<file path="src/hece_pkg.sv">
// ----------------------------------------------------------------------------
// hece_pkg: shared types and byte generation for the code point encoder
// Holds the format modes, the item kinds passed from front to back and the
// function that forms one output byte of a classified item.
// ----------------------------------------------------------------------------
package hece_pkg;

    localparam int CP_W  = 21;
    localparam int LEN_W = 4;

    typedef enum logic [1:0] {
        MODE_VERBATIM,
        MODE_UTF8,
        MODE_HTML_CONTENT,
        MODE_HTML_OTHER
    } mode_t;

    typedef enum logic [2:0] {
        KIND_VERBATIM,
        KIND_UTF8,
        KIND_CHAR,
        KIND_LT,
        KIND_GT,
        KIND_AMP,
        KIND_HEX
    } kind_t;

    typedef struct packed {
        kind_t             kind;
        logic [LEN_W-1:0]  len;   // total byte count, 1 to 10
        logic [CP_W-1:0]   cp;
    } desc_t;

    localparam logic [7:0] CH_AMP  = 8'h26;
    localparam logic [7:0] CH_LT   = 8'h3C;
    localparam logic [7:0] CH_GT   = 8'h3E;
    localparam logic [7:0] CH_SEMI = 8'h3B;
    localparam logic [7:0] CH_HASH = 8'h23;
    localparam logic [7:0] CH_X    = 8'h78;
    localparam logic [7:0] CH_L    = 8'h6C;
    localparam logic [7:0] CH_T    = 8'h74;
    localparam logic [7:0] CH_G    = 8'h67;
    localparam logic [7:0] CH_A    = 8'h61;
    localparam logic [7:0] CH_M    = 8'h6D;
    localparam logic [7:0] CH_P    = 8'h70;
    localparam logic [7:0] CH_0    = 8'h30;

    function automatic logic [7:0] hex_char(input logic [3:0] nib);
        logic [7:0] res;
        if (nib < 4'd10) begin
            res = CH_0 + {4'd0, nib};
        end else begin
            res = CH_A + {4'd0, nib} - 8'd10;
        end
        return res;
    endfunction

    function automatic logic [3:0] nibble_at(input logic [CP_W-1:0] cp, input logic [2:0] sel);
        logic [3:0] res;
        case (sel)
            3'd0:    res = cp[3:0];
            3'd1:    res = cp[7:4];
            3'd2:    res = cp[11:8];
            3'd3:    res = cp[15:12];
            3'd4:    res = cp[19:16];
            3'd5:    res = {3'd0, cp[20]};
            default: res = 4'd0;
        endcase
        return res;
    endfunction

    function automatic logic [7:0] gen_byte(input desc_t d, input logic [LEN_W-1:0] idx);
        logic [7:0]       res;
        logic [LEN_W-1:0] nsel;
        res  = 8'h00;
        nsel = d.len - 4'd2 - idx;   // nibble index, counted from the low end
        case (d.kind)
            KIND_VERBATIM: begin
                case (idx)
                    4'd0:    res = d.cp[7:0];
                    4'd1:    res = d.cp[15:8];
                    4'd2:    res = {3'd0, d.cp[20:16]};
                    default: res = 8'h00;
                endcase
            end
            KIND_UTF8: begin
                case (d.len)
                    4'd1: res = d.cp[7:0];
                    4'd2: begin
                        res = (idx == 4'd0) ? {3'b110, d.cp[10:6]} : {2'b10, d.cp[5:0]};
                    end
                    4'd3: begin
                        case (idx)
                            4'd0:    res = {4'b1110, d.cp[15:12]};
                            4'd1:    res = {2'b10, d.cp[11:6]};
                            default: res = {2'b10, d.cp[5:0]};
                        endcase
                    end
                    default: begin
                        case (idx)
                            4'd0:    res = {5'b11110, d.cp[20:18]};
                            4'd1:    res = {2'b10, d.cp[17:12]};
                            4'd2:    res = {2'b10, d.cp[11:6]};
                            default: res = {2'b10, d.cp[5:0]};
                        endcase
                    end
                endcase
            end
            KIND_CHAR: res = d.cp[7:0];
            KIND_LT, KIND_GT: begin
                case (idx)
                    4'd0:    res = CH_AMP;
                    4'd1:    res = (d.kind == KIND_LT) ? CH_L : CH_G;
                    4'd2:    res = CH_T;
                    default: res = CH_SEMI;
                endcase
            end
            KIND_AMP: begin
                case (idx)
                    4'd0:    res = CH_AMP;
                    4'd1:    res = CH_A;
                    4'd2:    res = CH_M;
                    4'd3:    res = CH_P;
                    default: res = CH_SEMI;
                endcase
            end
            KIND_HEX: begin
                if (idx == 4'd0) begin
                    res = CH_AMP;
                end else if (idx == 4'd1) begin
                    res = CH_HASH;
                end else if (idx == 4'd2) begin
                    res = CH_X;
                end else if (idx == d.len - 4'd1) begin
                    res = CH_SEMI;
                end else begin
                    res = hex_char(nibble_at(d.cp, nsel[2:0]));
                end
            end
            default: res = 8'h00;
        endcase
        return res;
    endfunction

endpackage

</file>
<file path="src/hece_front.sv">
// ----------------------------------------------------------------------------
// hece_front: input classifier
// Takes code points from the input channel, decides kind and byte count
// under the current mode and pushes the result into the queue.
// ----------------------------------------------------------------------------
module hece_front (
    input  logic                          s_tvalid,
    output logic                          s_tready,
    input  logic [hece_pkg::CP_W-1:0]     code_point,
    input  hece_pkg::mode_t               mode,
    input  logic                          q_full,
    output logic                          q_push,
    output hece_pkg::desc_t               q_desc
);

    logic [hece_pkg::LEN_W-1:0] ndig;

    assign s_tready = !q_full;
    assign q_push   = s_tvalid && !q_full;

    // significant hex digits, at least one
    always_comb begin
        if (code_point[20]) begin
            ndig = 4'd6;
        end else if (code_point[19:16] != 4'd0) begin
            ndig = 4'd5;
        end else if (code_point[15:12] != 4'd0) begin
            ndig = 4'd4;
        end else if (code_point[11:8] != 4'd0) begin
            ndig = 4'd3;
        end else if (code_point[7:4] != 4'd0) begin
            ndig = 4'd2;
        end else begin
            ndig = 4'd1;
        end
    end

    always_comb begin
        q_desc.cp   = code_point;
        q_desc.kind = hece_pkg::KIND_CHAR;
        q_desc.len  = 4'd1;
        case (mode)
            hece_pkg::MODE_VERBATIM: begin
                q_desc.kind = hece_pkg::KIND_VERBATIM;
                q_desc.len  = 4'd4;
            end
            hece_pkg::MODE_UTF8: begin
                q_desc.kind = hece_pkg::KIND_UTF8;
                if (code_point < 21'h80) begin
                    q_desc.len = 4'd1;
                end else if (code_point < 21'h800) begin
                    q_desc.len = 4'd2;
                end else if (code_point < 21'h10000) begin
                    q_desc.len = 4'd3;
                end else begin
                    q_desc.len = 4'd4;
                end
            end
            hece_pkg::MODE_HTML_CONTENT, hece_pkg::MODE_HTML_OTHER: begin
                if (code_point[20:7] != 14'd0) begin
                    q_desc.kind = hece_pkg::KIND_HEX;
                    q_desc.len  = ndig + 4'd4;
                end else if (code_point[7:0] == hece_pkg::CH_AMP) begin
                    q_desc.kind = hece_pkg::KIND_AMP;
                    q_desc.len  = 4'd5;
                end else if (mode == hece_pkg::MODE_HTML_CONTENT &&
                             code_point[7:0] == hece_pkg::CH_LT) begin
                    q_desc.kind = hece_pkg::KIND_LT;
                    q_desc.len  = 4'd4;
                end else if (mode == hece_pkg::MODE_HTML_CONTENT &&
                             code_point[7:0] == hece_pkg::CH_GT) begin
                    q_desc.kind = hece_pkg::KIND_GT;
                    q_desc.len  = 4'd4;
                end
            end
            default: begin
                q_desc.kind = hece_pkg::KIND_CHAR;
                q_desc.len  = 4'd1;
            end
        endcase
    end

endmodule

</file>
<file path="src/hece_queue.sv">
// ----------------------------------------------------------------------------
// hece_queue: descriptor queue
// Small register queue between classifier and byte sequencer.
// ----------------------------------------------------------------------------
module hece_queue #(
    parameter int DEPTH = 4
) (
    input  logic             aclk,
    input  logic             aresetn,
    input  logic             push,
    input  hece_pkg::desc_t  push_desc,
    input  logic             pop,
    output logic             full,
    output logic             valid,
    output hece_pkg::desc_t  head_desc
);

    localparam int PTR_W = (DEPTH > 1) ? $clog2(DEPTH) : 1;
    localparam int CNT_W = $clog2(DEPTH + 1);

    hece_pkg::desc_t  slot_reg [DEPTH];
    logic [PTR_W-1:0] wr_ptr_reg, wr_ptr_next;
    logic [PTR_W-1:0] rd_ptr_reg, rd_ptr_next;
    logic [CNT_W-1:0] count_reg,  count_next;
    logic             do_push, do_pop;

    assign full      = (count_reg == CNT_W'(DEPTH));
    assign valid     = (count_reg != '0);
    assign head_desc = slot_reg[rd_ptr_reg];
    assign do_push   = push && !full;
    assign do_pop    = pop && valid;

    always_comb begin
        wr_ptr_next = wr_ptr_reg;
        rd_ptr_next = rd_ptr_reg;
        count_next  = count_reg;
        if (do_push) begin
            wr_ptr_next = (wr_ptr_reg == PTR_W'(DEPTH - 1)) ? '0 : wr_ptr_reg + 1'b1;
        end
        if (do_pop) begin
            rd_ptr_next = (rd_ptr_reg == PTR_W'(DEPTH - 1)) ? '0 : rd_ptr_reg + 1'b1;
        end
        if (do_push && !do_pop) begin
            count_next = count_reg + 1'b1;
        end else if (do_pop && !do_push) begin
            count_next = count_reg - 1'b1;
        end
    end

    always_ff @(posedge aclk) begin
        if (!aresetn) begin
            wr_ptr_reg <= '0;
            rd_ptr_reg <= '0;
            count_reg  <= '0;
        end else begin
            wr_ptr_reg <= wr_ptr_next;
            rd_ptr_reg <= rd_ptr_next;
            count_reg  <= count_next;
        end
    end

    always_ff @(posedge aclk) begin
        if (do_push) begin
            slot_reg[wr_ptr_reg] <= push_desc;
        end
    end

    a_count_bound: assert property (@(posedge aclk) disable iff (!aresetn)
        count_reg <= CNT_W'(DEPTH))
        else $error("queue count beyond depth");

endmodule

</file>
<file path="src/hece_back.sv">
// ----------------------------------------------------------------------------
// hece_back: byte sequencer
// Walks the head descriptor one byte per cycle, while m_tready allows, into
// the output register and pops it as its last byte is loaded.
// ----------------------------------------------------------------------------
module hece_back (
    input  logic             aclk,
    input  logic             aresetn,
    input  logic             q_valid,
    input  hece_pkg::desc_t  q_desc,
    output logic             q_pop,
    output logic             m_tvalid,
    input  logic             m_tready,
    output logic [7:0]       out_byte,
    output logic             last_byte
);

    logic [hece_pkg::LEN_W-1:0] idx_reg, idx_next;
    logic                       m_tvalid_reg, m_tvalid_next;
    logic [7:0]                 byte_reg, byte_next;
    logic                       last_reg, last_next;
    logic                       load, is_last;

    assign load      = !m_tvalid_reg || m_tready;
    assign is_last   = (idx_reg == q_desc.len - 4'd1);
    assign q_pop     = load && q_valid && is_last;
    assign m_tvalid  = m_tvalid_reg;
    assign out_byte  = byte_reg;
    assign last_byte = last_reg;

    always_comb begin
        idx_next      = idx_reg;
        m_tvalid_next = m_tvalid_reg;
        byte_next     = byte_reg;
        last_next     = last_reg;
        if (load) begin
            m_tvalid_next = q_valid;
            if (q_valid) begin
                byte_next = hece_pkg::gen_byte(q_desc, idx_reg);
                last_next = is_last;
                idx_next  = is_last ? '0 : idx_reg + 4'd1;
            end
        end
    end

    always_ff @(posedge aclk) begin
        if (!aresetn) begin
            idx_reg      <= '0;
            m_tvalid_reg <= 1'b0;
        end else begin
            idx_reg      <= idx_next;
            m_tvalid_reg <= m_tvalid_next;
        end
    end

    always_ff @(posedge aclk) begin
        byte_reg <= byte_next;
        last_reg <= last_next;
    end

    a_idx_idle: assert property (@(posedge aclk) disable iff (!aresetn)
        !q_valid |-> idx_reg == '0)
        else $error("byte index not at start with empty queue");

    a_idx_range: assert property (@(posedge aclk) disable iff (!aresetn)
        q_valid |-> idx_reg < q_desc.len)
        else $error("byte index past item length");

    a_pop_last: assert property (@(posedge aclk) disable iff (!aresetn)
        q_pop |=> m_tvalid_reg && last_reg)
        else $error("pop without a last byte presented");

endmodule

</file>
<file path="src/html_escape_code_point_encoder.sv">
// ----------------------------------------------------------------------------
// html_escape_code_point_encoder: code point to byte stream encoder
// Turns each code point into its verbatim, UTF-8 or HTML-escaped bytes.
// ----------------------------------------------------------------------------
// Usage:
//   s_* channel: one code point per item in s_tdata[20:0].
//   m_* channel: one output byte per item in m_tdata[7:0]; m_tlast marks the
//   final byte of a code point. An item yields 1 to 10 bytes.
//   cfg_* channel: writes the 2-bit format mode (0 verbatim, 1 UTF-8,
//   2 HTML content escaping, 3 other HTML escaping); always ready. Write it
//   only while no item is in flight.
// Path: when the block is empty, an accepted item is written into the queue
//   and its first byte then goes into the output register that drives m_tvalid.
// Throughput: one output byte per cycle while m_tready is high; an item holds
//   the output until its 1 to 10 bytes are out; the byte sequencer is the
//   limit. The input keeps being taken while the queue has room.
// Reset: aresetn low clears the queue and the output valid flag and sets the
//   mode to verbatim.
// Stall: with m_tready low the output register holds its byte, the queue
//   fills up to QUEUE_DEPTH items and then s_tready drops.
// ----------------------------------------------------------------------------
module html_escape_code_point_encoder #(
    parameter int QUEUE_DEPTH = 4
) (
    input  logic        aclk,
    input  logic        aresetn,
    input  logic        s_tvalid,
    output logic        s_tready,
    input  logic [23:0] s_tdata,    // [20:0] code_point, [23:21] zero
    output logic        m_tvalid,
    input  logic        m_tready,
    output logic [7:0]  m_tdata,    // [7:0] out_byte
    output logic        m_tlast,
    input  logic        cfg_valid,
    output logic        cfg_ready,
    input  logic [1:0]  cfg_data    // [1:0] format_mode
);

    hece_pkg::mode_t mode_reg, mode_next;
    hece_pkg::desc_t push_desc, head_desc;
    logic            q_full, q_push, q_valid, q_pop;

    assign cfg_ready = 1'b1;

    always_comb begin
        mode_next = mode_reg;
        if (cfg_valid) begin
            mode_next = hece_pkg::mode_t'(cfg_data);
        end
    end

    always_ff @(posedge aclk) begin
        if (!aresetn) begin
            mode_reg <= hece_pkg::MODE_VERBATIM;
        end else begin
            mode_reg <= mode_next;
        end
    end

    hece_front u_front (
        .s_tvalid   (s_tvalid),
        .s_tready   (s_tready),
        .code_point (s_tdata[20:0]),
        .mode       (mode_reg),
        .q_full     (q_full),
        .q_push     (q_push),
        .q_desc     (push_desc)
    );

    hece_queue #(
        .DEPTH (QUEUE_DEPTH)
    ) u_queue (
        .aclk      (aclk),
        .aresetn   (aresetn),
        .push      (q_push),
        .push_desc (push_desc),
        .pop       (q_pop),
        .full      (q_full),
        .valid     (q_valid),
        .head_desc (head_desc)
    );

    hece_back u_back (
        .aclk      (aclk),
        .aresetn   (aresetn),
        .q_valid   (q_valid),
        .q_desc    (head_desc),
        .q_pop     (q_pop),
        .m_tvalid  (m_tvalid),
        .m_tready  (m_tready),
        .out_byte  (m_tdata),
        .last_byte (m_tlast)
    );

endmodule

</file>
<file path="config.mk">
export PLATFORM = sky130hd
export DESIGN_NAME = html_escape_code_point_encoder
export DESIGN_NICKNAME = d
export VERILOG_FILES = /design/src/hece_pkg.sv /design/src/hece_front.sv /design/src/hece_queue.sv /design/src/hece_back.sv /design/src/html_escape_code_point_encoder.sv
export SDC_FILE = /design/constraint.sdc
export NUM_CORES = 1
export LEC_CHECK = 0
export BUFFER_PORTS_ARGS = -buffer_cell sky130_fd_sc_hd__buf_2
export CORE_MARGIN = 1
export CORE_UTILIZATION = 50
export CTS_CLUSTER_DIAMETER = 50
export DETAILED_ROUTE_END_ITERATION = 10
export PLACE_DENSITY_LB_ADDON = 0.3
export SKIP_LAST_GASP = 1
export SYNTH_ARGS = -nofsm -noshare
export SYNTH_HDL_FRONTEND = slang
export SYNTH_SLANG_ARGS = --single-unit
export TNS_END_PERCENT = 30
</file>
<file path="constraint.sdc">
create_clock -name aclk -period 4.75 [get_ports aclk]
set_input_delay 1.1875 -clock aclk [delete_from_list [all_inputs] [get_ports aclk]]
set_output_delay 1.1875 -clock aclk [all_outputs]
set_load 0.01 [all_outputs]
</file>
# ---- After elaboration in Yosys (flattened, before gate mapping)
# Memory sizes are Yosys's and may differ from the RTL's. A register that Yosys moved wholly into a read port is not among the register bits.
# Cells that the tools add are included.
# W data, S select, Z words.
dict set report word_totals {
  reg_bits 23
  mem_bits_rw 112
  output_inout_bits 12
  wordCells 124
  n_memories 1
}
dict set report op_classes {
  add_sub_neg 12
  n_lt_le_gt_ge 4
  n_eq_ne 27
  mux 44
  reduce_logical 28
}
# memory words word_bits rd rd_ports_with_merged_regs wr line
set memory_table {}
lappend memory_table {u_queue.slot_reg 4 28 1 1 1 hece_queue.sv:21} ;# hece_pkg::desc_t slot_reg [DEPTH];
# operator n
set op_table {}
lappend op_table {{$pmux W8 S3} 3}
lappend op_table {{$mux W4} 15}
lappend op_table {{$pmux W8 S6} 1}
lappend op_table {{$pmux W7 S3} 2}
lappend op_table {{$mux W8} 5}
lappend op_table {{$mux W7} 5}
lappend op_table {{$pmux W7 S4} 1}
lappend op_table {{$eq A8 B6 Y1 const B} 3}
lappend op_table {{$pmux W4 S6} 1}
lappend op_table {{$lt A21 B12 Y1 const B} 1}
lappend op_table {{$lt A21 B17 Y1 const B} 1}
lappend op_table {{$lt A21 B8 Y1 const B} 1}
lappend op_table {{$eq A3 B3 Y1 const B} 6}
lappend op_table {{$eq A4 B2 Y1 const B} 4}
lappend op_table {{$reduce_bool A4 Y1} 4}
lappend op_table {{$pmux W7 S2} 1}
lappend op_table {{$reduce_bool A14 Y1} 1}
lappend op_table {{$eq A3 B2 Y1 const B} 4}
lappend op_table {{$mux W2} 5}
lappend op_table {{$logic_and A1 B1 Y1} 9}
lappend op_table {{$mux W3} 3}
lappend op_table {{$add A7 B4 Y8 const A} 1}
lappend op_table {{$eq A2 B2 Y1 const B} 4}
lappend op_table {{$eq A4 B1 Y1 const B} 2}
lappend op_table {{other kinds (24)} 32}

# ---- Logic depth before layout (Yosys ltp)
dict set report depth {
  ltp_word 19
  depth_mapped 16
  depth_no_buf 14
}

# ---- By module
# A second synthesis with hierarchy kept.
dict set report unflattened {
  hier_cells 555
  hier_area_um2 7185.6
}
# mod n_inst cells_each area_per_inst_um2 seq_area_each_um2
set modules_own_cells {}
lappend modules_own_cells {hece_queue 1 197 4571.9 3543.4}
lappend modules_own_cells {hece_back 1 286 2107.0 370.4}
lappend modules_own_cells {hece_front 1 64 422.9 0.0}
lappend modules_own_cells {html_escape_code_point_encoder 1 8 83.8 40.0}

# ---- Worst setup path before layout
# OpenSTA, ideal clock, no wires.
dict set report synth_path {
  path_kind {register to register}
  startpoint {register with a tool-made name}
  endpoint {register u_back.byte_reg[2] (netlist: u_back.out_byte[2]), data pin}
  setup_time_ps 263
  t_arrival_ps 3329
  t_required_ps 4487
  setup_slack_ps 1158
  stages_incl_launch_ff 17
  n_path_buf 2
  path_cell_list {dfxtp_1 -> buf_6 -> mux4_2 -> inv_1 -> ha_1 -> inv_1 -> ha_1 -> buf_1 -> nor2b_1 -> nand2_1 -> a31oi_1 -> a31oi_2 -> ha_1 -> o21a_1 -> and4bb_2 -> o311ai_1 -> a21oi_1}
}
# element line
set synth_lines {}
lappend synth_lines {{to (signal assigned)} hece_back.sv:57} ;# byte_reg <= byte_next;
lappend synth_lines {{to (decl)} hece_back.sv:20} ;# logic [7:0] byte_reg, byte_next;

==> flow_metrics.tcl <==
set metrics [dict create \
    cts_tree "built" \
    hold_violations 0 \
    hold_path_startpoint "u_back.m_tvalid" \
    synth_sequential_area_ratio_pct 57.9 \
    async_flop_share_pct 0 \
    place.port_buffers 38 \
    timing.clock.skew_ps 7.18 \
    postCtsSetupRepairBufs 0 \
    report.final.setup_viol 0 \
    cell_pwr_density_nw_per_um2 622 \
    cts_htree_levels 4 \
    layout_worst_path_cycle_share_pct 81.0 \
    grt_first_pass_wirelength_um 24100 \
    vias_in_the_first_global_route 4613 \
    leakagePower_nw 2.76 \
    timing.hold.worst.class "reg2reg" \
    peak_supply_drop_mv 0.395 \
    cts.sinks 137 \
    number_of_flip_flops_under_the_largest_register_name 112 \
    setup.worst_path.class "reg2reg" \
    wl_um 15300 \
    netlist.top_cell.by_area "edfxtp_1" \
    ys.warnings.count 0 \
    cts-hold-fix-buffers 0 \
    synth-main-ff-cell "edfxtp_1" \
    setup_repair_after_global_routing_missed_its_margin "no" \
    ios 43 \
    grt_antenna_before_repair 0 \
    clock_tree.buffer_depth 2 \
    dieArea_um2 14100 \
    post-synth-top-area-fraction_pct 53.2 \
    synthesis.nets 553 \
    dp_slack_ps 923 \
    drc 0 \
    dr_total_vias 4625 \
    grt.overflow.total 0 \
    routed_wire_length_per_instance_um 20.9 \
    synth.cell_area_um2 6830 \
    design_power_total_mw 4.88 \
    die_w_um 119 \
    synth.distinct_cells 72 \
    timing.max_slew.rel_slack_pct 49.2 \
    nets 595 \
    worst_setup_path_end_kind "register" \
    slew_viol_final 0 \
    critical_path_arrival_ps 4010 \
    drt.antenna.violating_nets 0 \
    cts-buffers-inserted 17 \
    worst-endpoint-required_ps 4910 \
    drv.max_cap_violation_count 0 \
    count_of_standard_cell_rows 42 \
    clk_pin_slew_ps 60 \
    ys_seq_elements 137 \
    outcome "finished clean" \
    post_synth_inst_count 503 \
    number_of_enable_type_register_cells_in_the_synthesized_netlist 121 \
    detail_route.vias_per_cell 6.30 \
    crit_path_start_kind "register" \
    postLayoutSetupSlackWorst_ps 903 \
    drt_pass1_iterations 6 \
    achievable-frequency_mhz 260 \
    clock_latency_ps 420 \
    dr.first_iter.drc_count 535 \
    areaGrowthSynthToFinish_pct 14.8 \
    gp_congestion 0.945 \
    cts_resized 0 \
    gr-usage-all-layers_pct 22.9 \
    finalWorstPathRequiredPeriod_ps 3850 \
    core-area_um2 13300 \
    share_of_layout_cells_above_drive_strength_1_pct 23.7 \
    clock_tree.root_cell "clkbuf_16" \
    initial_utilization_pct 51.4 \
    synthTopCellsByArea "edfxtp_1 (53%), mux4_2 (9.6%), dfxtp_1 (4.7%), ha_1 (3.3%), a21oi_1 (1.8%)" \
    worstPathMaxFanout 17 \
    tns_ps 0 \
    die_height_um 119 \
    worstMarginPinSlew_ps 757 \
    detailed_place_hpwl_um 10400 \
    antenna-diode-count 0 \
    maximum_number_of_pins_on_one_net_before_global_route_repair 29 \
    synth_area_per_cell_um2 13.6 \
]
## final timing paths
path                   endpoint  slack [ps]  cells past startpoint
max reg2reg  u_back.out_byte[2]         900                     15
min             u_back.m_tvalid         480                      2
min reg2reg     u_back.m_tvalid         480                      2
max          u_back.out_byte[2]         900                     15
## synthesized netlist by cell type, types with 3 or more instances
cell / n
a211oi_1: 5
a21boi_0: 4
a21o_1: 3
a21oi_1: 25
a221o_1: 3
a221oi_1: 5
a22o_1: 6
a22oi_1: 13
a31oi_1: 9
and2_1: 4
and3_1: 10
buf_1: 4
buf_2: 3
clkbuf_1: 16
dfxtp_1: 16
edfxtp_1: 121
ha_1: 18
inv_1: 13
mux2i_1: 8
mux4_2: 29
nand2_1: 31
nand3_1: 13
nor2_1: 32
nor2b_1: 11
nor3_1: 11
nor3b_1: 4
nor4_1: 4
o21ai_0: 10
o22ai_1: 5
or3_1: 4
or4_1: 3
xnor2_1: 8
## layout by cell type (no fill, tap or decap), drive strengths merged, types with 5 or more instances in the layout
cell,synthesis,layout
edfxtp,121,121
buf,11,50
nor2,34,34
nand2,32,32
mux4,29,29
a21oi,25,25
inv,13,19
ha,18,18
clkbuf,16,18
dfxtp,16,16
a22oi,14,14
nand3,13,13
nor3,12,12
o21ai,12,12
nor2b,11,11
and3,11,11
a31oi,11,11
mux2i,9,9
xnor2,8,8
a22o,6,6
a211oi,5,5
o22ai,5,5
a221oi,5,5
a21boi,5,5
## where the power goes
| part | switching (mW) | total, mW | internal (mW) | leakage, nW |
|---|---|---|---|---|
| sequential | 0.0651 | 1.59 | 1.53 | 1.25 |
| combinational | 1.12 | 1.87 | 0.752 | 1.20 |
| clock | 0.519 | 1.41 | 0.891 | 0.304 |
| total | 1.71 | 4.88 | 3.17 | 2.76 |
## stage by stage
stage	hold slack, ps	std cells	utilization (%)	instance area (µm²)
5_1_grt	519	734	59.0	7840
2_1_floorplan	460	503	-	6830
3_5_place_dp	475	702	54.2	7210
6_report	477	734	59.0	7840
3_3_place_gp	461	702	54.2	7210
4_1_cts	483	734	59.0	7840
## metal layers
layer  vias up  part of all wire, %  GRT usage [%]
met3        33                  6.8           5.46
met2       231                   49           36.5
li1       2073                    -              -
met1      2288                   42           29.9
met4         0                  1.9           10.1
met5         -                    0              0
## final cells by class
| class | count | area (µm²) |
|---|---|---|
| clock buffer | 18 | 429 |
| clock inverter | 14 | 208 |
| fill | 1005 | 5450 |
| inverter | 13 | 48.8 |
| multi-input combinational | 326 | 2700 |
| sequential | 137 | 3960 |
| tap | 176 | 220 |
| timing repair buffer | 50 | 280 |
## logic make-up (layout without fill, tap and decap cells)
kind of cell / Yosys count / in the layout / synth area share (%)
AO/OA/AOI/OAI: 113 / 113 / 11.8
XOR/XNOR: 11 / 11 / 1.85
adder cells (fa/ha/maj): 19 / 19 / 3.59
buffers and inverters: 40 / 95 / 2.71
flip-flops: 137 / 137 / 57.9
multiplexers: 39 / 39 / 11.2
other: 1 / 1 / 0.0549
AND/OR/NAND/NOR: 143 / 143 / 10.9
## critical path, cell delays in order, from the launching register on
cell and delay [ps]:
dfxtp_1 380, buf_4 300, mux4_2 400, inv_1 140, ha_1 150, inv_1 40, ha_1 410, nor2b_1 410
nand2_1 100, a31oi_1 180, a31oi_2 90, ha_1 250, o21a_1 120, and4bb_2 220, o311ai_1 260, a21oi_1 140
No activity file was read; power rests on OpenSTA's default activity.
